$ cat config.mk
export PLATFORM = sky130hd
export DESIGN_NAME = first_fit_frame_allocator
export DESIGN_NICKNAME = d
export VERILOG_FILES = /design/src/rtl/ffa_pkg.sv /design/src/rtl/ffa_div.sv /design/src/rtl/first_fit_frame_allocator.sv
export SDC_FILE = /design/constraint.sdc
export NUM_CORES = 1
export LEC_CHECK = 0
export BUFFER_PORTS_ARGS = -buffer_cell sky130_fd_sc_hd__buf_2
export CAP_MARGIN = 20
export CORE_MARGIN = 2
export CORE_UTILIZATION = 45
export CTS_CLUSTER_SIZE = 30
export DETAILED_ROUTE_END_ITERATION = 7
export GPL_TIMING_DRIVEN = 0
export PLACE_DENSITY_LB_ADDON = 0.25
export RECOVER_POWER = 25
export SYNTH_ARGS = -nofsm -noshare
export SYNTH_HDL_FRONTEND = slang
export SYNTH_SLANG_ARGS = --single-unit
$ cat constraint.sdc
create_clock -name clk -period 4.7 [get_ports clk]
set_clock_uncertainty 0.05 [all_clocks]
set_input_delay 0.235 -clock clk [delete_from_list [all_inputs] [get_ports clk]]
set_output_delay 0.235 -clock clk [all_outputs]
set_load 0.02 [all_outputs]
$ cat src/rtl/ffa_pkg.sv
// shared types and constants of the first-fit frame allocator
// no dependencies; imported by ffa_div and first_fit_frame_allocator
package ffa_pkg;

    localparam int NUM_FRAMES  = 64;
    localparam int OWNER_BITS  = 8;
    localparam int IDX_W       = $clog2(NUM_FRAMES);
    localparam int CNT_W       = IDX_W + 1;
    localparam int DIV_W       = 16;
    localparam int CFG_IDX_W   = 2;
    localparam int CFG_DATA_W  = 16;

    // function codes
    localparam logic FUNC_ALLOC = 1'b0;
    localparam logic FUNC_FREE  = 1'b1;

    // result status codes
    localparam logic [1:0] STATUS_ALLOC = 2'd0;
    localparam logic [1:0] STATUS_NOFIT = 2'd1;
    localparam logic [1:0] STATUS_FREED = 2'd2;

    // configuration register indexes
    localparam logic [CFG_IDX_W-1:0] CFG_FRAME_SIZE    = 2'd0;
    localparam logic [CFG_IDX_W-1:0] CFG_FRAMES_IN_USE = 2'd1;

    localparam logic [15:0] FRAME_SIZE_RST    = 16'd256;
    localparam logic [6:0]  FRAMES_IN_USE_RST = 7'd64;

    typedef struct packed {
        logic        func;
        logic [7:0]  owner_id;
        logic [15:0] request_bytes;
    } req_t;

    typedef struct packed {
        logic [1:0] status;
        logic [5:0] first_frame;
        logic [6:0] frames_changed;
    } rsp_t;

endpackage

$ cat src/rtl/ffa_div.sv
// restoring divider, one quotient bit per cycle
// depends on ffa_pkg
module ffa_div (
    input  logic                      clk,
    input  logic                      rst_n,
    input  logic                      start,
    input  logic [ffa_pkg::DIV_W-1:0] dividend,
    input  logic [ffa_pkg::DIV_W-1:0] divisor,
    output logic                      done,
    output logic [ffa_pkg::DIV_W-1:0] quotient
);
    import ffa_pkg::*;

    localparam int STEP_W = $clog2(DIV_W);

    logic              busy_reg, busy_next;
    logic              done_reg, done_next;
    logic [STEP_W-1:0] step_reg, step_next;
    logic [DIV_W-1:0]  rem_reg, rem_next;
    logic [DIV_W-1:0]  quo_reg, quo_next;
    logic [DIV_W-1:0]  dvs_reg, dvs_next;
    logic [DIV_W:0]    trial;
    logic [DIV_W:0]    diff;

    always_comb
    begin
        trial     = {rem_reg, quo_reg[DIV_W-1]};
        diff      = trial - {1'b0, dvs_reg};
        busy_next = busy_reg;
        done_next = 1'b0;
        step_next = step_reg;
        rem_next  = rem_reg;
        quo_next  = quo_reg;
        dvs_next  = dvs_reg;
        if (start)
        begin
            busy_next = 1'b1;
            step_next = '0;
            rem_next  = '0;
            quo_next  = dividend;
            // a zero frame size divides as one
            dvs_next  = (divisor == '0) ? DIV_W'(1) : divisor;
        end
        else if (busy_reg)
        begin
            if (!diff[DIV_W])
            begin
                rem_next = diff[DIV_W-1:0];
                quo_next = {quo_reg[DIV_W-2:0], 1'b1};
            end
            else
            begin
                rem_next = trial[DIV_W-1:0];
                quo_next = {quo_reg[DIV_W-2:0], 1'b0};
            end
            step_next = step_reg + 1'b1;
            if (step_reg == STEP_W'(DIV_W - 1))
            begin
                busy_next = 1'b0;
                done_next = 1'b1;
            end
        end
    end

    always_ff @(posedge clk or negedge rst_n)
    begin
        if (!rst_n)
        begin
            busy_reg <= 1'b0;
            done_reg <= 1'b0;
            step_reg <= '0;
        end
        else
        begin
            busy_reg <= busy_next;
            done_reg <= done_next;
            step_reg <= step_next;
        end
    end

    always_ff @(posedge clk)
    begin
        rem_reg <= rem_next;
        quo_reg <= quo_next;
        dvs_reg <= dvs_next;
    end

    assign done     = done_reg;
    assign quotient = quo_reg;

endmodule

$ cat src/rtl/first_fit_frame_allocator.sv
// first-fit contiguous frame allocator: occupancy flags, owner tag memory, sequencer
// free scans the managed frames; allocate runs the divider, then scans for a free run,
// tags each frame of the run and registers the result
// one transaction at a time; req_stall is high after an accept until the result is registered
// reset: occupancy flags cleared at once, config regs to frame size 256 and 64 frames
module first_fit_frame_allocator (
    input  logic                          clk,
    input  logic                          rst_n,
    // request channel
    input  logic                          req_valid,
    output logic                          req_stall,
    input  ffa_pkg::req_t                 req,
    // result channel
    output logic                          rsp_valid,
    input  logic                          rsp_stall,
    output ffa_pkg::rsp_t                 rsp,
    // configuration write channel
    input  logic                          cfg_valid,
    output logic                          cfg_ready,
    input  logic [ffa_pkg::CFG_IDX_W-1:0] cfg_index,
    input  logic [ffa_pkg::CFG_DATA_W-1:0] cfg_data
);
    import ffa_pkg::*;

    typedef enum logic [2:0] {
        ST_IDLE,
        ST_DIV,
        ST_SCAN,
        ST_ASSIGN,
        ST_FREE,
        ST_RESULT
    } state_t;

    // control and config
    state_t                state_reg, state_next;
    logic [15:0]           frame_size_reg, frame_size_next;
    logic [6:0]            frames_in_use_reg, frames_in_use_next;
    logic [NUM_FRAMES-1:0] occ_reg, occ_next;
    logic                  rsp_valid_reg, rsp_valid_next;
    logic                  cmp_valid_reg, cmp_valid_next;

    // per-transaction working registers
    logic [OWNER_BITS-1:0] owner_reg, owner_next;
    logic [CNT_W-1:0]      count_reg, count_next;
    logic [CNT_W-1:0]      scan_idx_reg, scan_idx_next;
    logic [CNT_W-1:0]      run_reg, run_next;
    logic [IDX_W-1:0]      asg_idx_reg, asg_idx_next;
    logic [CNT_W-1:0]      left_reg, left_next;
    logic [IDX_W-1:0]      cmp_idx_reg, cmp_idx_next;
    logic [1:0]            status_reg, status_next;
    logic [IDX_W-1:0]      first_reg, first_next;
    logic [CNT_W-1:0]      changed_reg, changed_next;
    rsp_t                  rsp_reg, rsp_next;

    // owner tag memory
    logic [OWNER_BITS-1:0] owner_mem [NUM_FRAMES];
    logic [OWNER_BITS-1:0] owner_rd_reg;
    logic                  mem_we;
    logic [IDX_W-1:0]      mem_waddr;
    logic [IDX_W-1:0]      mem_raddr;

    // divider
    logic                  div_start;
    logic                  div_done;
    logic [DIV_W-1:0]      div_quo;

    logic                  req_accept;
    logic [CNT_W-1:0]      n_frames;
    logic                  scan_occ;
    logic [CNT_W-1:0]      run_inc;

    assign req_accept = req_valid && !req_stall;
    assign req_stall  = (state_reg != ST_IDLE);
    assign cfg_ready  = 1'b1;
    assign rsp_valid  = rsp_valid_reg;
    assign rsp        = rsp_reg;

    // managed frames, saturated to the size of the bank
    assign n_frames = (frames_in_use_reg > CNT_W'(NUM_FRAMES)) ?
                      CNT_W'(NUM_FRAMES) : frames_in_use_reg;

    assign scan_occ = occ_reg[scan_idx_reg[IDX_W-1:0]];
    assign run_inc  = run_reg + 1'b1;

    ffa_div u_div (
        .clk      (clk),
        .rst_n    (rst_n),
        .start    (div_start),
        .dividend (req.request_bytes),
        .divisor  (frame_size_reg),
        .done     (div_done),
        .quotient (div_quo)
    );

    always_comb
    begin
        state_next         = state_reg;
        frame_size_next    = frame_size_reg;
        frames_in_use_next = frames_in_use_reg;
        occ_next           = occ_reg;
        rsp_valid_next     = rsp_valid_reg;
        cmp_valid_next     = 1'b0;
        owner_next         = owner_reg;
        count_next         = count_reg;
        scan_idx_next      = scan_idx_reg;
        run_next           = run_reg;
        asg_idx_next       = asg_idx_reg;
        left_next          = left_reg;
        cmp_idx_next       = cmp_idx_reg;
        status_next        = status_reg;
        first_next         = first_reg;
        changed_next       = changed_reg;
        rsp_next           = rsp_reg;
        div_start          = 1'b0;
        mem_we             = 1'b0;
        mem_waddr          = asg_idx_reg;
        mem_raddr          = scan_idx_reg[IDX_W-1:0];

        // config writes, only while idle by contract
        if (cfg_valid && cfg_ready)
        begin
            case (cfg_index)
                CFG_FRAME_SIZE:    frame_size_next    = cfg_data;
                CFG_FRAMES_IN_USE: frames_in_use_next = cfg_data[6:0];
                default:           ;
            endcase
        end

        // result register drains on its own
        if (rsp_valid_reg && !rsp_stall)
            rsp_valid_next = 1'b0;

        case (state_reg)
            ST_IDLE:
            begin
                if (req_accept)
                begin
                    owner_next    = req.owner_id[OWNER_BITS-1:0];
                    first_next    = '0;
                    changed_next  = '0;
                    scan_idx_next = '0;
                    run_next      = '0;
                    if (req.func == FUNC_FREE)
                        state_next = ST_FREE;
                    else
                    begin
                        div_start  = 1'b1;
                        state_next = ST_DIV;
                    end
                end
            end

            ST_DIV:
            begin
                if (div_done)
                begin
                    count_next = div_quo[CNT_W-1:0];
                    if (div_quo == '0)
                    begin
                        // zero frames: success with nothing assigned
                        status_next = STATUS_ALLOC;
                        state_next  = ST_RESULT;
                    end
                    else if (div_quo > DIV_W'(n_frames))
                    begin
                        status_next = STATUS_NOFIT;
                        state_next  = ST_RESULT;
                    end
                    else
                        state_next = ST_SCAN;
                end
            end

            ST_SCAN:
            begin
                // one frame per cycle, track length of the current free run
                if (scan_idx_reg == n_frames)
                begin
                    status_next = STATUS_NOFIT;
                    first_next  = '0;
                    state_next  = ST_RESULT;
                end
                else if (scan_occ)
                begin
                    run_next      = '0;
                    scan_idx_next = scan_idx_reg + 1'b1;
                end
                else if (run_inc == count_reg)
                begin
                    asg_idx_next = IDX_W'(scan_idx_reg - count_reg + 1'b1);
                    first_next   = IDX_W'(scan_idx_reg - count_reg + 1'b1);
                    left_next    = count_reg;
                    state_next   = ST_ASSIGN;
                end
                else
                begin
                    run_next      = run_inc;
                    scan_idx_next = scan_idx_reg + 1'b1;
                end
            end

            ST_ASSIGN:
            begin
                // tag one frame of the run per cycle
                mem_we                = 1'b1;
                occ_next[asg_idx_reg] = 1'b1;
                asg_idx_next          = asg_idx_reg + 1'b1;
                left_next             = left_reg - 1'b1;
                if (left_reg == CNT_W'(1))
                begin
                    status_next  = STATUS_ALLOC;
                    changed_next = count_reg;
                    state_next   = ST_RESULT;
                end
            end

            ST_FREE:
            begin
                // read tag of scan_idx, compare tag of the previous frame
                if (scan_idx_reg != n_frames)
                begin
                    scan_idx_next  = scan_idx_reg + 1'b1;
                    cmp_valid_next = 1'b1;
                    cmp_idx_next   = scan_idx_reg[IDX_W-1:0];
                end
                if (cmp_valid_reg && occ_reg[cmp_idx_reg] && (owner_rd_reg == owner_reg))
                begin
                    occ_next[cmp_idx_reg] = 1'b0;
                    changed_next          = changed_reg + 1'b1;
                end
                if (scan_idx_reg == n_frames && !cmp_valid_reg)
                begin
                    status_next = STATUS_FREED;
                    state_next  = ST_RESULT;
                end
            end

            ST_RESULT:
            begin
                if (!rsp_valid_reg || !rsp_stall)
                begin
                    rsp_next.status         = status_reg;
                    rsp_next.first_frame    = first_reg;
                    rsp_next.frames_changed = changed_reg;
                    rsp_valid_next          = 1'b1;
                    state_next              = ST_IDLE;
                end
            end

            default:
                state_next = ST_IDLE;
        endcase
    end

    always_ff @(posedge clk or negedge rst_n)
    begin
        if (!rst_n)
        begin
            state_reg         <= ST_IDLE;
            frame_size_reg    <= FRAME_SIZE_RST;
            frames_in_use_reg <= FRAMES_IN_USE_RST;
            occ_reg           <= '0;
            rsp_valid_reg     <= 1'b0;
            cmp_valid_reg     <= 1'b0;
        end
        else
        begin
            state_reg         <= state_next;
            frame_size_reg    <= frame_size_next;
            frames_in_use_reg <= frames_in_use_next;
            occ_reg           <= occ_next;
            rsp_valid_reg     <= rsp_valid_next;
            cmp_valid_reg     <= cmp_valid_next;
        end
    end

    // payload and working registers, no reset needed
    always_ff @(posedge clk)
    begin
        owner_reg    <= owner_next;
        count_reg    <= count_next;
        scan_idx_reg <= scan_idx_next;
        run_reg      <= run_next;
        asg_idx_reg  <= asg_idx_next;
        left_reg     <= left_next;
        cmp_idx_reg  <= cmp_idx_next;
        status_reg   <= status_next;
        first_reg    <= first_next;
        changed_reg  <= changed_next;
        rsp_reg      <= rsp_next;
    end

    // owner tag memory, one write and one registered read per cycle
    always_ff @(posedge clk)
    begin
        if (mem_we)
            owner_mem[mem_waddr] <= owner_reg;
        owner_rd_reg <= owner_mem[mem_raddr];
    end

    // a request accepted puts the sequencer to work
    a_accept_busy: assert property (@(posedge clk) disable iff (!rst_n)
        req_accept |=> state_reg != ST_IDLE)
        else $error("sequencer idle after accepted request");

    // only free frames are ever tagged by an allocation
    a_assign_free: assert property (@(posedge clk) disable iff (!rst_n)
        state_reg == ST_ASSIGN |-> !occ_reg[asg_idx_reg])
        else $error("allocation overwrote an occupied frame");

    // failed or free results carry no first frame
    a_rsp_first: assert property (@(posedge clk) disable iff (!rst_n)
        rsp_valid && (rsp.status == STATUS_NOFIT || rsp.status == STATUS_FREED)
        |-> rsp.first_frame == '0)
        else $error("first frame set on a non-allocating result");

    // a failed allocation changes no frame
    a_nofit_zero: assert property (@(posedge clk) disable iff (!rst_n)
        rsp_valid && rsp.status == STATUS_NOFIT |-> rsp.frames_changed == '0)
        else $error("frames changed on a failed allocation");

endmodule
After elaboration in Yosys (flattened, before gate mapping)
Memory sizes are Yosys's and may differ from the RTL's. A register that Yosys moved wholly into a read port is not among the register bits. Cells that the tools add are included. W data, S select, Z words.

Register bits after elaboration: 224. Input port bits: 48. Memories kept: 1. RAM bits: 512. Output and inout bits: 18. Word-level logic and storage cells: 187.

Magnitude comparators: 7. Bitwise logic cells: 3. Equal/unequal tests: 27. Multiplexer cells: 77. Reduce and logical (&&, ||, !) cells: 38. $add $sub $neg: 9.

Memories: owner_mem (depth 64, width 8, rd ports 1, clocked after memory_dff 1, write ports 1, RTL line first_fit_frame_allocator.sv:56) `logic [OWNER_BITS-1:0] owner_mem [NUM_FRAMES];`.

Operators with widths (number): $pmux W64 S2 (1); $mux W7 (14); $and A64 B64 Y64 (1); $mux W64 (1); $not A64 Y64 (1); $or A64 B64 Y64 (1); $mux W16 (3); $pmux W7 S3 (2); $mux W3 (11); $logic_not A16 Y1 (2); $mux W6 (5); $pmux W7 S2 (2); $pmux W6 S2 (2); $mux W1 (22); $add A7 B1 Y7 const B (3); $lt A6 B7 Y1 const B (3); $ne A2 B2 Y1 const B (10); $pmux W3 S6 (1); $sub A17 B16 Y17 (1); $gt A16 B7 Y1 (1); $reduce_and A4 Y1 (4); $eq A7 B7 Y1 (2); $reduce_and A2 Y1 (7); $add A6 B1 Y6 const B (2); 31 further kinds (59).

Longest topological paths before layout
Gate-level depths: netlist of run 1.

Depth in word-level cells: 8. Mapped depth: 13. Mapped depth without buffers: 12.

Cells and area by module
From an unflattened synthesis of run 1, not the netlist that was laid out.

Cells, all modules: 1995. Area total of the unflattened synthesis: 32282.2 um^2.

By module, submodules not included: first_fit_frame_allocator (area an instance 29054.1 um^2, cells each 1665, seq. area each 20181.9 um^2, times used 1); ffa_div (area an instance 3228.1 um^2, cells each 330, seq. area each 1431.4 um^2, times used 1).

Least setup slack after synthesis of run 1
OpenSTA, ideal clock, no wires.

Kind: reg2reg. Start: register scan_idx_reg[0]. End: register asg_idx_reg[0] (enable). Slack: 1.454 ns. Stages on the path, launching flop included: 11. Arrival time: 2.814 ns. Data required time: 4.268 ns. Cells stage by stage: edfxtp_1 > buf_2 > buf_6 > mux4_2 > mux4_2 > mux2i_1 > nor2_1 > a21oi_2 > and3_1 > a21oi_1 > nor2_1.

Cells in the longest elaborated chain, start to end: 4.

RTL lines: from (decl) (RTL line first_fit_frame_allocator.sv:45) `logic [CNT_W-1:0] scan_idx_reg, scan_idx_next;`; from (signal assigned) (RTL line first_fit_frame_allocator.sv:282) `scan_idx_reg <= scan_idx_next;`; $bmux W1 S6 (RTL line first_fit_frame_allocator.sv:82) `assign scan_occ = occ_reg[scan_idx_reg[IDX_W-1:0]];`; $mux W1 (not written as such) (RTL line first_fit_frame_allocator.sv:82); $ne A2 B2 Y1 (no source line); $reduce_and A4 Y1 (no source line) (*); to (signal assigned) (RTL line first_fit_frame_allocator.sv:284) `asg_idx_reg <= asg_idx_next;`; to (decl) (RTL line first_fit_frame_allocator.sv:47) `logic [IDX_W-1:0] asg_idx_reg, asg_idx_next;`.

Every way passes the cells marked *; elsewhere a longest branch is shown, timed or not. The select of a mux whose other input is x is not followed. A chain may end at the register's enable or synchronous reset.

==> metrics.csv, run 1 <==
stage,metric,value,unit
critical_path,timing.critical_path.arrival,4.73,ns
layout,final-seq-area,0.02161,sq mm
logic_synthesis,synth-edff-count,622,
cts,root_buffer,sky130_fd_sc_hd__clkbuf_16,
cts,cts-root-to-sink-buffers,3,
pwr,power.ir.vdd_worst,401.6,uV
logic_synthesis,ys_types,71,
min_path,hold_path_class,in -> reg,
cts,clk-insertion-delay-late,0.62,ns
cts,number_of_clock_buffers_inserted_by_tritoncts,78,
placed_design,dp.final_hpwl,51020,microns
die,start_util,45.22,%
layout,largest_reg_flops,512,
critical_path,r2r-start,scan_idx_reg[1]$_SDFFCE_PN0P_,
run_status,violations,"max-capacitance violations, max-slew violations",
timing,tightest_slew,1.879,ns
placed_design,placement.cell_area,0.03348,sq mm
detailed_routing,first_pass_iters,8,
pwr,power.total,0.02043,W
timing,final_report_hold_violation_count,0,
die,rows,97,
global_routing,grt_start_max_net_pins,67,
logic_synthesis,netlist_top_cells_area,"sky130_fd_sc_hd__edfxtp_1 59%, sky130_fd_sc_hd__mux4_2 14%, sky130_fd_sc_hd__dfrtp_1 7.6%, sky130_fd_sc_hd__o21ai_0 2.4%, sky130_fd_sc_hd__nor2_1 1.8%",
logic_synthesis,synth_top_cell_area_share,59.29,%
logic_synthesis,ys_async_sr_fraction,13.17,%
critical_path,regToRegEndpoint,owner_rd_reg[2]$_DFF_P_,
pwr,power_per_cell_area,559.9,mW/mm^2
logic_synthesis,dominantRegCellSynth,sky130_fd_sc_hd__edfxtp_1,
detailed_routing,drt-wirelength-per-cell,24.39,microns
timing,timing.final.ws_setup,0.4174,ns
critical_path,timing.reg2reg.worst_path_depth,7,
global_routing,gr-total-overflow,0,
detailed_routing,remaining_drc_errors,0,
layout,nets,2142,
timing,timing.hold.ws,0.05941,ns
die,die_area,0.07214,sq mm
timing,finalSetupViolCount,0,
global_routing,grt_antenna_before_repair,0,
detailed_routing,drt_iter0_markers,1642,
logic_synthesis,synth_area_leader_cell,sky130_fd_sc_hd__edfxtp_1,
global_routing,grt.met1_usage,28.77,%
global_routing,grt_util_met2,35.11,%
die,pin_count,66,
logic_synthesis,synth_fp_nets,1932,
layout,share_of_layout_cells_above_drive_strength_1,22.59,%
die,floorplan.die.height,268.6,microns
timing,period_minus_slack,4.283,ns
detailed_routing,routed_wl,74550,microns
logic_synthesis,synth.avg_cell_area,17.09,sq um
timing,max-slew-margin-rel,-25.29,%
global_routing,global_route.usage.met3,3.562,%
pwr,power.leakage,12.35,nW
placed_design,numPortBuffers,64,
logic_synthesis,post_synthesis_cells,1843,
layout,fillerInstances,5622,
min_path,min_delay_path_depth,3,
cts,cts_resized,0,
critical_path,worst_setup_path_end_kind,flip-flop,
min_path,whs_endpoint,frame_size_reg[15]$_DFFE_PN0P_,
detailed_routing,vias_per_cell,5.728,
global_routing,global_route.peak_usage_layer,met2,
cts,htree_num_levels,3,
timing,period_share,91.12,%
min_path,startpoint_of_the_worst_hold_path,cfg_index[1],
detailed_routing,dr_total_vias,17510,
logic_synthesis,synth.cell_area,0.03150,sq mm
layout,final_cell_area,0.03648,sq mm
timing,max_clock_freq,233.5,MHz
run_status,run_status,"complete, but fails checks",
layout,non_filler_cells_final,3057,
cts,clock_sinks,744,
die,fp.dieW,268.6,microns
layout,multi_input_comb_area,0.009229,sq mm
critical_path,path_max_fanout,10,
logic_synthesis,ys_top_cells_by_count,"622 x sky130_fd_sc_hd__edfxtp_1, 200 x sky130_fd_sc_hd__mux4_2, 149 x sky130_fd_sc_hd__o21ai_0",
placed_design,dp.cells,2868,
logic_synthesis,synth.yosys.seq_area_share,68.61,%
global_routing,first_global_vias,17690,
placed_design,placement.setup.worst_slack,0.4368,ns
cts,tritoncts,done,
critical_path,critical_path_class,reg -> reg,
critical_path,worstSetupStartpointType,flip-flop,
die,core_area,0.06966,sq mm
cts,cts.reportedPaths.clkPinSlew,0.06,ns
global_routing,grt_pass1_wl,112500,microns
critical_path,setup.reg_to_reg.worst_slack,0.42,ns
logic_synthesis,most_used_standard_cell_by_instance_count_after_synthesis,sky130_fd_sc_hd__edfxtp_1,
critical_path,worst_ep_required_time,5.14,ns
logic_synthesis,synthesis.yosys.warnings,0,
global_routing,grt_use_total,21.11,%
detailed_routing,drtAntennaViolNets,0,
timing,rsz0062_at_grt,no,
timing,final-max-slew-violation-count,101,
placed_design,finalWeightedCongestion,0.8660,
run,max_cap_violations,2,
logic_synthesis,postSynthRegisterBits,744,
layout,flow.area_growth_from_synthesis,15.81,%
==> critical path, stage by stage (launching register included) <==
cell and delay, ns:
sky130_fd_sc_hd__edfxtp_1 0.39, sky130_fd_sc_hd__clkbuf_1 0.41, sky130_fd_sc_hd__buf_2 0.46, sky130_fd_sc_hd__clkbuf_1 0.63
sky130_fd_sc_hd__clkbuf_1 0.68, sky130_fd_sc_hd__mux4_2 0.47, sky130_fd_sc_hd__mux4_2 0.57, sky130_fd_sc_hd__mux4_2 0.48
==> cell usage in the layout (no fill, tap or decap), types with 13 or more instances in the layout <==
cell type / count
sky130_fd_sc_hd__mux2_2: 41
sky130_fd_sc_hd__nand3_1: 29
sky130_fd_sc_hd__dfxtp_1: 24
sky130_fd_sc_hd__xor2_1: 28
sky130_fd_sc_hd__buf_2: 77
sky130_fd_sc_hd__clkinv_2: 15
sky130_fd_sc_hd__ha_1: 39
sky130_fd_sc_hd__inv_1: 49
sky130_fd_sc_hd__buf_1: 15
sky130_fd_sc_hd__a21oi_1: 28
sky130_fd_sc_hd__nand2_1: 58
sky130_fd_sc_hd__o21ai_0: 149
sky130_fd_sc_hd__xnor2_1: 34
sky130_fd_sc_hd__mux2i_1: 27
sky130_fd_sc_hd__nor2_1: 148
sky130_fd_sc_hd__clkbuf_1: 95
sky130_fd_sc_hd__clkbuf_16: 79
sky130_fd_sc_hd__edfxtp_1: 622
sky130_fd_sc_hd__mux4_2: 200
sky130_fd_sc_hd__dfrtp_1: 96
sky130_fd_sc_hd__dlygate4sd3_1: 43
sky130_fd_sc_hd__a211oi_1: 15
sky130_fd_sc_hd__nor3_1: 13
==> where the power goes <==
group | internal (W) | leakage (nW) | total [W] | switching [W]
registers | 0.00775 | 7.13 | 0.00809 | 0.000339
clock network | 0.00375 | 1.29 | 0.00635 | 0.00260
logic | 0.00274 | 3.94 | 0.00598 | 0.00324
==> worst max-delay path by stage <==
stage                                             start                  endpoint  depth (start not counted)
after floorplan           scan_idx_reg[0]$_SDFFCE_PN0P_  asg_idx_reg[0]$_DFFE_PP_                         10
after global placement           owner_reg[2]$_DFFE_PP_   occ_reg[47]$_DFFE_PN0P_                          9
after detailed placement  scan_idx_reg[1]$_SDFFCE_PN0P_  asg_idx_reg[4]$_DFFE_PP_                         10
after CTS                 scan_idx_reg[1]$_SDFFCE_PN0P_   owner_rd_reg[2]$_DFF_P_                          7
after global routing      scan_idx_reg[1]$_SDFFCE_PN0P_   owner_rd_reg[2]$_DFF_P_                          7
final                     scan_idx_reg[1]$_SDFFCE_PN0P_   owner_rd_reg[2]$_DFF_P_                          7
==> logic make-up after synthesis <==
family,Yosys count,share of synthesized area [%]
mux,270,16.71
other cells,1,0.01190
fa+ha+maj,41,1.676
simple gates,311,4.468
flops,744,68.61
buf+inv,163,2.093
compound gates,250,4.659
xor+xnor,63,1.775
==> through the flow <==
stage / setup TNS, ns / util, %
3_5_place_dp: 0 / 48.05
3_3_place_gp: -0.8080 / 47.37
5_1_grt: 0 / 52.37
2_1_floorplan: 0 / -
6_report: 0 / 52.37
4_1_cts: 0 / 52.50
==> what timing repair did <==
action | CTS | global route
hold buffers | 43 | 0
hold endpoints to repair | 145 | 0
setup buffers | 0 | 0
==> cell type report <==
type,count,area share [%]
sequential,744,59.24
multi-input combinational,936,25.30
clock buffer,90,5.587
tap,940,3.224
timing repair buffer,130,3.117
clock inverter,53,1.718
buffer,114,1.303
inverter,49,0.5041
antenna,1,0.006859
==> metal layers <==
layer	up-vias	share of wire, %
met5	-	0
met4	0	2.2
met3	108	6.3
met2	631	50
met1	9102	41
li1	7671	-
(Power assumes the default switching activity.)
==> inputs of run 2 (changes only) <==
- REMOVE_ABC_BUFFERS: not set -> 1
==> run 2 against run 1 <==
  * The run still ends with max-capacitance violations, max-slew violations left
  * Register-to-register slack is essentially flat
  * Highest routed layer unchanged
  * Clock power fell by 3%
  * Power up 1.8%
  * Sequential power grew 2.8%
  * Maximum frequency shrank 0.32%
  * Combinational power rose by 5.7%
  * Cell area up 1.3%
  * Die area unchanged
  * First-iteration DRC count fell by 12%
  * Worst setup slack lost 0.014 ns
==> metrics.csv, run 2 (synthesis results as in run 1) <==
stage,metric,value,unit
layout,share_of_layout_cells_above_drive_strength_1,23.87,%
global_routing,grt_use_total,20.32,%
critical_path,cell_chain_of_the_critical_path,nor2b_1 > nand2_1 > nor2_1 > nand2_1 > nor2_1,
global_routing,global_route.peak_usage_layer,met2,
die,start_util,45.22,%
placed_design,dp.final_hpwl,47950,microns
die,pin_count,66,
pwr,power_per_cell_area,562.4,mW/mm^2
detailed_routing,remaining_drc_errors,0,
pwr,power.ir.vdd_worst,333.8,uV
critical_path,worst_ep_required_time,4.89,ns
critical_path,timing.reg2reg.worst_path_depth,5,
critical_path,cp_num_cells,5,
critical_path,worstSetupStartpointType,flip-flop,
global_routing,first_global_vias,17400,
global_routing,grt_start_max_net_pins,55,
min_path,startpoint_of_the_worst_hold_path,req_valid,
cts,cts_hold_buffers,49,
critical_path,critical-path-max-stage-delay,0.95,ns
detailed_routing,vias_per_cell,5.746,
placed_design,numPortBuffers,64,
detailed_routing,first_pass_iters,6,
cts,root_buffer,sky130_fd_sc_hd__clkbuf_16,
critical_path,cp-startpoint,state_reg[1]$_DFFE_PN0P_,
detailed_routing,drtAntennaViolNets,0,
global_routing,grt_util_met2,33.73,%
detailed_routing,routed_wl,72090,microns
critical_path,worst_setup_path_end_kind,flip-flop,
run,max_cap_violations,1,
critical_path,setup.reg_to_reg.worst_slack,0.40,ns
cts,number_of_clock_buffers_inserted_by_tritoncts,80,
die,fp.dieW,268.6,microns
critical_path,timing.critical_path.buf_inv,0,
timing,rsz0062_at_grt,no,
layout,utilization_after_layout,53.07,%
layout,flow.area_growth_from_synthesis,17.36,%
timing,max_clock_freq,232.8,MHz
timing,finalSetupViolCount,0,
placed_design,finalWeightedCongestion,0.8396,
cts,post_cts.repair.setup_buffers,0,
die,rows,97,
layout,nets,2079,
cts,clock_sinks,744,
die,floorplan.die.height,268.6,microns
critical_path,path_max_fanout,30,
layout,antenna-diode-count,0,
layout,most-common-layout-cells,"622 x sky130_fd_sc_hd__edfxtp_1, 200 x sky130_fd_sc_hd__mux4_2, 149 x sky130_fd_sc_hd__o21ai_0",
run_status,run_status,"complete, but fails checks",
timing,final-max-slew-violation-count,46,
cts,tritoncts,done,
pwr,power.leakage,12.60,nW
critical_path,regToRegEndpoint,owner_mem[57][4]$_DFFE_PP_,
cts,htree_num_levels,3,
timing,max-slew-margin-rel,-68.81,%
global_routing,grt_pass1_wl,108500,microns
detailed_routing,drt_iter0_markers,1445,
cts,cts_resized,0,
timing,tightest_slew,2.532,ns
critical_path,critical_path_class,reg -> reg,
run_status,violations,"max-capacitance violations, max-slew violations",
placed_design,placement.cell_area,0.03397,sq mm
timing,final_report_hold_violation_count,0,
global_routing,grt.met1_usage,27.89,%
timing,period_minus_slack,4.296,ns
cts,clk-insertion-delay-late,0.65,ns
global_routing,global_route.usage.met3,3.598,%
critical_path,r2r-start,state_reg[1]$_DFFE_PN0P_,
global_routing,gr-total-overflow,0,
layout,final_common_cell,sky130_fd_sc_hd__edfxtp_1,
critical_path,cp_max_stage_cell,sky130_fd_sc_hd__nor2_1,
critical_path,timing.critical_path.arrival,4.49,ns
timing,period_share,91.41,%
cts,cts.reportedPaths.clkPinSlew,0.06,ns
critical_path,cp_top_family,simple AND/OR/NAND/NOR gates,
layout,largest_reg_flops,512,
detailed_routing,dr_total_vias,17200,
min_path,hold_path_class,in -> reg,
die,die_area,0.07214,sq mm
cts,cts-root-to-sink-buffers,3,
global_routing,grt_antenna_before_repair,0,
critical_path,crit_end,owner_mem[57][4]$_DFFE_PP_,
layout,final_cell_area,0.03697,sq mm
detailed_routing,drt-wirelength-per-cell,24.09,microns
die,core_area,0.06966,sq mm
-- run 2: cell type report --
cell class,instances,area (sq um)
clock buffer,100,2087
clock inverter,45,495.5
fill,5499,32690
inverter,49,183.9
multi-input combinational,936,9238
sequential,744,21610
tap,940,1176
timing repair buffer,179,2177
-- run 2: where the power goes --
part           switching (W)  internal (W)  total [W]
clock network        0.00262       0.00353    0.00615
logic                0.00302       0.00330    0.00632
registers           0.000571       0.00775    0.00832
total                0.00621        0.0146     0.0208
-- run 2: worst min-delay path, delay by kind of cell --
family | cells | cell delay [ns]
compound gates | 1 | 0.15
simple gates | 1 | 0.07
buf+inv | 1 | 0.13
-- run 2: worst min path at each step --
stage | endpoint | cells after the start
2_1_floorplan | cmp_valid_reg$_DFF_PN0_ | 0
3_5_place_dp | rsp_valid$_DFF_PN0_ | 1
6_report | run_reg[0]$_SDFFCE_PP0P_ | 3
4_1_cts | occ_reg[17]$_DFFE_PN0P_ | 2
5_1_grt | run_reg[0]$_SDFFCE_PP0P_ | 3
3_3_place_gp | rsp[14]$_DFFE_PP_ | 0
-- run 2: through the flow --
stage | TNS [ns] | power, W | setup slack (ns) | cells | hold WS (ns)
after floorplan | -270.14 | 0.01250 | -3.773 | 1729 | -0.1106
after CTS | 0 | 0.02100 | 0.4086 | 2988 | 0.09970
after detailed placement | 0 | 0.01479 | 0.4348 | 2794 | 0.2430
after global routing | 0 | 0.02168 | 0.1721 | 2993 | 0.09848
after global placement | -626.56 | 0.01363 | -7.086 | 2733 | 0.3607
final | 0 | 0.02079 | 0.4038 | 2993 | 0.1112
-- run 2: per-layer routing --
layer,part of all wire [%],up-vias,wire length (microns)
met2,50,571,36030
met4,2.1,0,1527
met1,42,8963,30240
met5,0,-,0
li1,-,7548,-
met3,6.0,117,4292
==> inputs of run 3 (changes only) <==
- CAP_MARGIN: 20 -> 40
- CORE_ASPECT_RATIO: not set -> 1.25
- CORE_MARGIN: 2 -> 4
==> run 3 against run 2 <==
  * The flow still finishes with violations (max-capacitance violations, max-slew violations)
  * Combinational power increased by 1%
  * Global-route usage decreased by 0.70 points
  * Maximum frequency increased by 4.3%
  * Die area increased by 3.0%
  * Flip-flop and latch count unchanged
  * Hold slack got worse by 0.082 ns
  * Register-to-register slack improved by 0.18 ns
  * Critical path type unchanged
  * Critical endpoint is now asg_idx_reg[2]$_DFFE_PP_
  * Largest cell class unchanged
  * Highest routed layer unchanged
==> metrics.csv, run 3 (synthesis results as in run 1) <==
stage,metric,value,unit
global_routing,grt_antenna_before_repair,0,
detailed_routing,wirelength_met1,28650,microns
placed_design,numPortBuffers,64,
min_path,hold_path_class,in -> reg,
timing,final-max-slew-violation-count,101,
pwr,power.leakage,12.61,nW
cts,cts.reportedPaths.clkPinSlew,0.07,ns
cts,htree_num_levels,3,
timing,max_clock_freq,242.9,MHz
layout,utilization_after_layout,53.14,%
run,max_cap_violations,2,
timing,period_minus_slack,4.117,ns
placed_design,dp.cells,2810,
timing,final_report_hold_violation_count,0,
global_routing,grt_use_total,19.62,%
die,rows,108,
detailed_routing,remaining_drc_errors,0,
critical_path,timing.critical_path.arrival,4.41,ns
die,core_area,0.06946,sq mm
die,floorplan.die.height,303.8,microns
timing,finalSetupViolCount,0,
detailed_routing,route.met2.wl,38130,microns
pwr,power.ir.vdd_worst,308.4,uV
cts,cts-root-to-sink-buffers,3,
global_routing,grt_pass1_wl,111400,microns
detailed_routing,drt-wirelength-per-cell,24.24,microns
layout,most-common-layout-cells,"622 x sky130_fd_sc_hd__edfxtp_1, 200 x sky130_fd_sc_hd__mux4_2, 149 x sky130_fd_sc_hd__o21ai_0",
pwr,power.total,0.02065,W
critical_path,worstSetupStartpointType,flip-flop,
detailed_routing,first_pass_iters,6,
detailed_routing,vias_per_cell,5.726,
placed_design,dp.final_hpwl,50090,microns
die,fp.dieW,244.7,microns
die,die_area,0.07433,sq mm
die,start_util,45.35,%
die,pin_count,66,
run_status,run_status,"complete, but fails checks",
global_routing,first_global_vias,18050,
layout,nets,2089,
layout,share_of_layout_cells_above_drive_strength_1,24.76,%
timing,rsz0062_at_grt,no,
pwr,power_per_cell_area,559.4,mW/mm^2
layout,largest_reg_flops,512,
critical_path,worst_ep_required_time,4.99,ns
placed_design,finalWeightedCongestion,0.7987,
cts,number_of_clock_buffers_inserted_by_tritoncts,75,
layout,non_filler_cells_final,2995,
cts,root_buffer,sky130_fd_sc_hd__clkbuf_16,
detailed_routing,dr_total_vias,17150,
critical_path,worst_setup_path_end_kind,flip-flop,
min_path,min_delay_path_depth,3,
timing,max-slew-margin-rel,-35.77,%
critical_path,critical_path_class,reg -> reg,
layout,flow.area_growth_from_synthesis,17.17,%
timing,tightest_slew,2.037,ns
global_routing,gr-total-overflow,0,
critical_path,timing.reg2reg.worst_path_depth,12,
placed_design,placement.cell_area,0.03412,sq mm
timing,period_share,87.60,%
detailed_routing,maxUsedRoutingLayer,met4,
cts,tritoncts,done,
cts,clk-insertion-delay-late,0.63,ns
cts,cts_resized,0,
cts,clock_sinks,744,
layout,final_common_cell,sky130_fd_sc_hd__edfxtp_1,
timing,timing.hold.ws,0.02971,ns
detailed_routing,routed_wl,72610,microns
detailed_routing,met3_wirelength,3967,microns
global_routing,grt_start_max_net_pins,66,
layout,antenna-diode-count,0,
critical_path,path_max_fanout,12,
run_status,violations,"max-capacitance violations, max-slew violations",
detailed_routing,drtAntennaViolNets,0,
layout,final_cell_area,0.03691,sq mm
detailed_routing,drt_iter0_markers,1409,
-- run 3: cell types whose count changed in the layout (fill, tap and decap cells not counted), sizes merged --
cell | before | now
buf | 121 | 136
bufinv | 6 | 8
clkbuf | 109 | 100
clkinv | 33 | 30
clkinvlp | 2 | 5
dlygate4sd3 | 49 | 46
inv | 53 | 55
-- run 3: layout make-up --
class	count	area [sq um]
fillers	5511	32550
clock buffers	88	1988
multi-input cells	936	9234
flip-flops and latches	744	21610
inverters	49	183.9
well taps	935	1170
clock inverters	49	495.5
repair buffers	194	2225
-- run 3: power by group --
part / leakage, nW / internal (W) / total (W) / switching, W
sequential: 7.13 / 0.00775 / 0.00819 / 0.000445
clock: 1.21 / 0.00350 / 0.00605 / 0.00255
combinational: 4.27 / 0.00329 / 0.00641 / 0.00312
-- run 3: per-layer routing --
| metal | GRT usage, % | vias up |
|---|---|---|
| met5 | 0 | - |
| met4 | 6.185 | 0 |
| met1 | 25.31 | 8938 |
| li1 | - | 7562 |
| met2 | 34.63 | 534 |
| met3 | 2.679 | 116 |
-- run 3: final timing paths --
check,end,start,slack (ns)
min reg2reg,rsp[13]$_DFFE_PP_,status_reg[0]$_DFFE_PP_,0.37
max,asg_idx_reg[2]$_DFFE_PP_,scan_idx_reg[0]$_SDFFCE_PN0P_,0.58
min,run_reg[6]$_SDFFCE_PP0P_,req_valid,0.03
max in group asynchronous,frame_size_reg[13]$_DFFE_PN0P_,rst_n,1.32
min in group asynchronous,rsp_valid$_DFF_PN0_,rst_n,0.68
max reg2reg,asg_idx_reg[2]$_DFFE_PP_,scan_idx_reg[0]$_SDFFCE_PN0P_,0.58
-- run 3: repair_timing --
item / 4_1_cts / 5_1_grt
endpoints found under the hold margin: 133 / 0
hold buffers: 46 / 0
endpoints found under the setup margin: 0 / 6
buffers inserted: 0 / 2
-- run 3: worst max-delay path, cell delays in order (launching register included) --
cell and delay, ns:
sky130_fd_sc_hd__edfxtp_1 0.47, sky130_fd_sc_hd__buf_16 0.20, sky130_fd_sc_hd__buf_16 0.18, sky130_fd_sc_hd__buf_16 0.17, sky130_fd_sc_hd__mux4_2 0.51, sky130_fd_sc_hd__mux4_2 0.51, sky130_fd_sc_hd__mux2i_1 0.22, sky130_fd_sc_hd__nor2_1 0.08
sky130_fd_sc_hd__a21oi_2 0.20, sky130_fd_sc_hd__and3_1 0.25, sky130_fd_sc_hd__a21oi_1 0.08, sky130_fd_sc_hd__nor2_1 0.60, sky130_fd_sc_hd__buf_4 0.29
-- run 3: stage by stage --
stage | worst slack, ns | TNS [ns]
2_1_floorplan | -3.773 | -270.14
4_1_cts | 0.05050 | 0
5_1_grt | 0.3842 | 0
3_3_place_gp | -7.158 | -639.84
3_5_place_dp | 0.05632 | 0
6_report | 0.5826 | 0
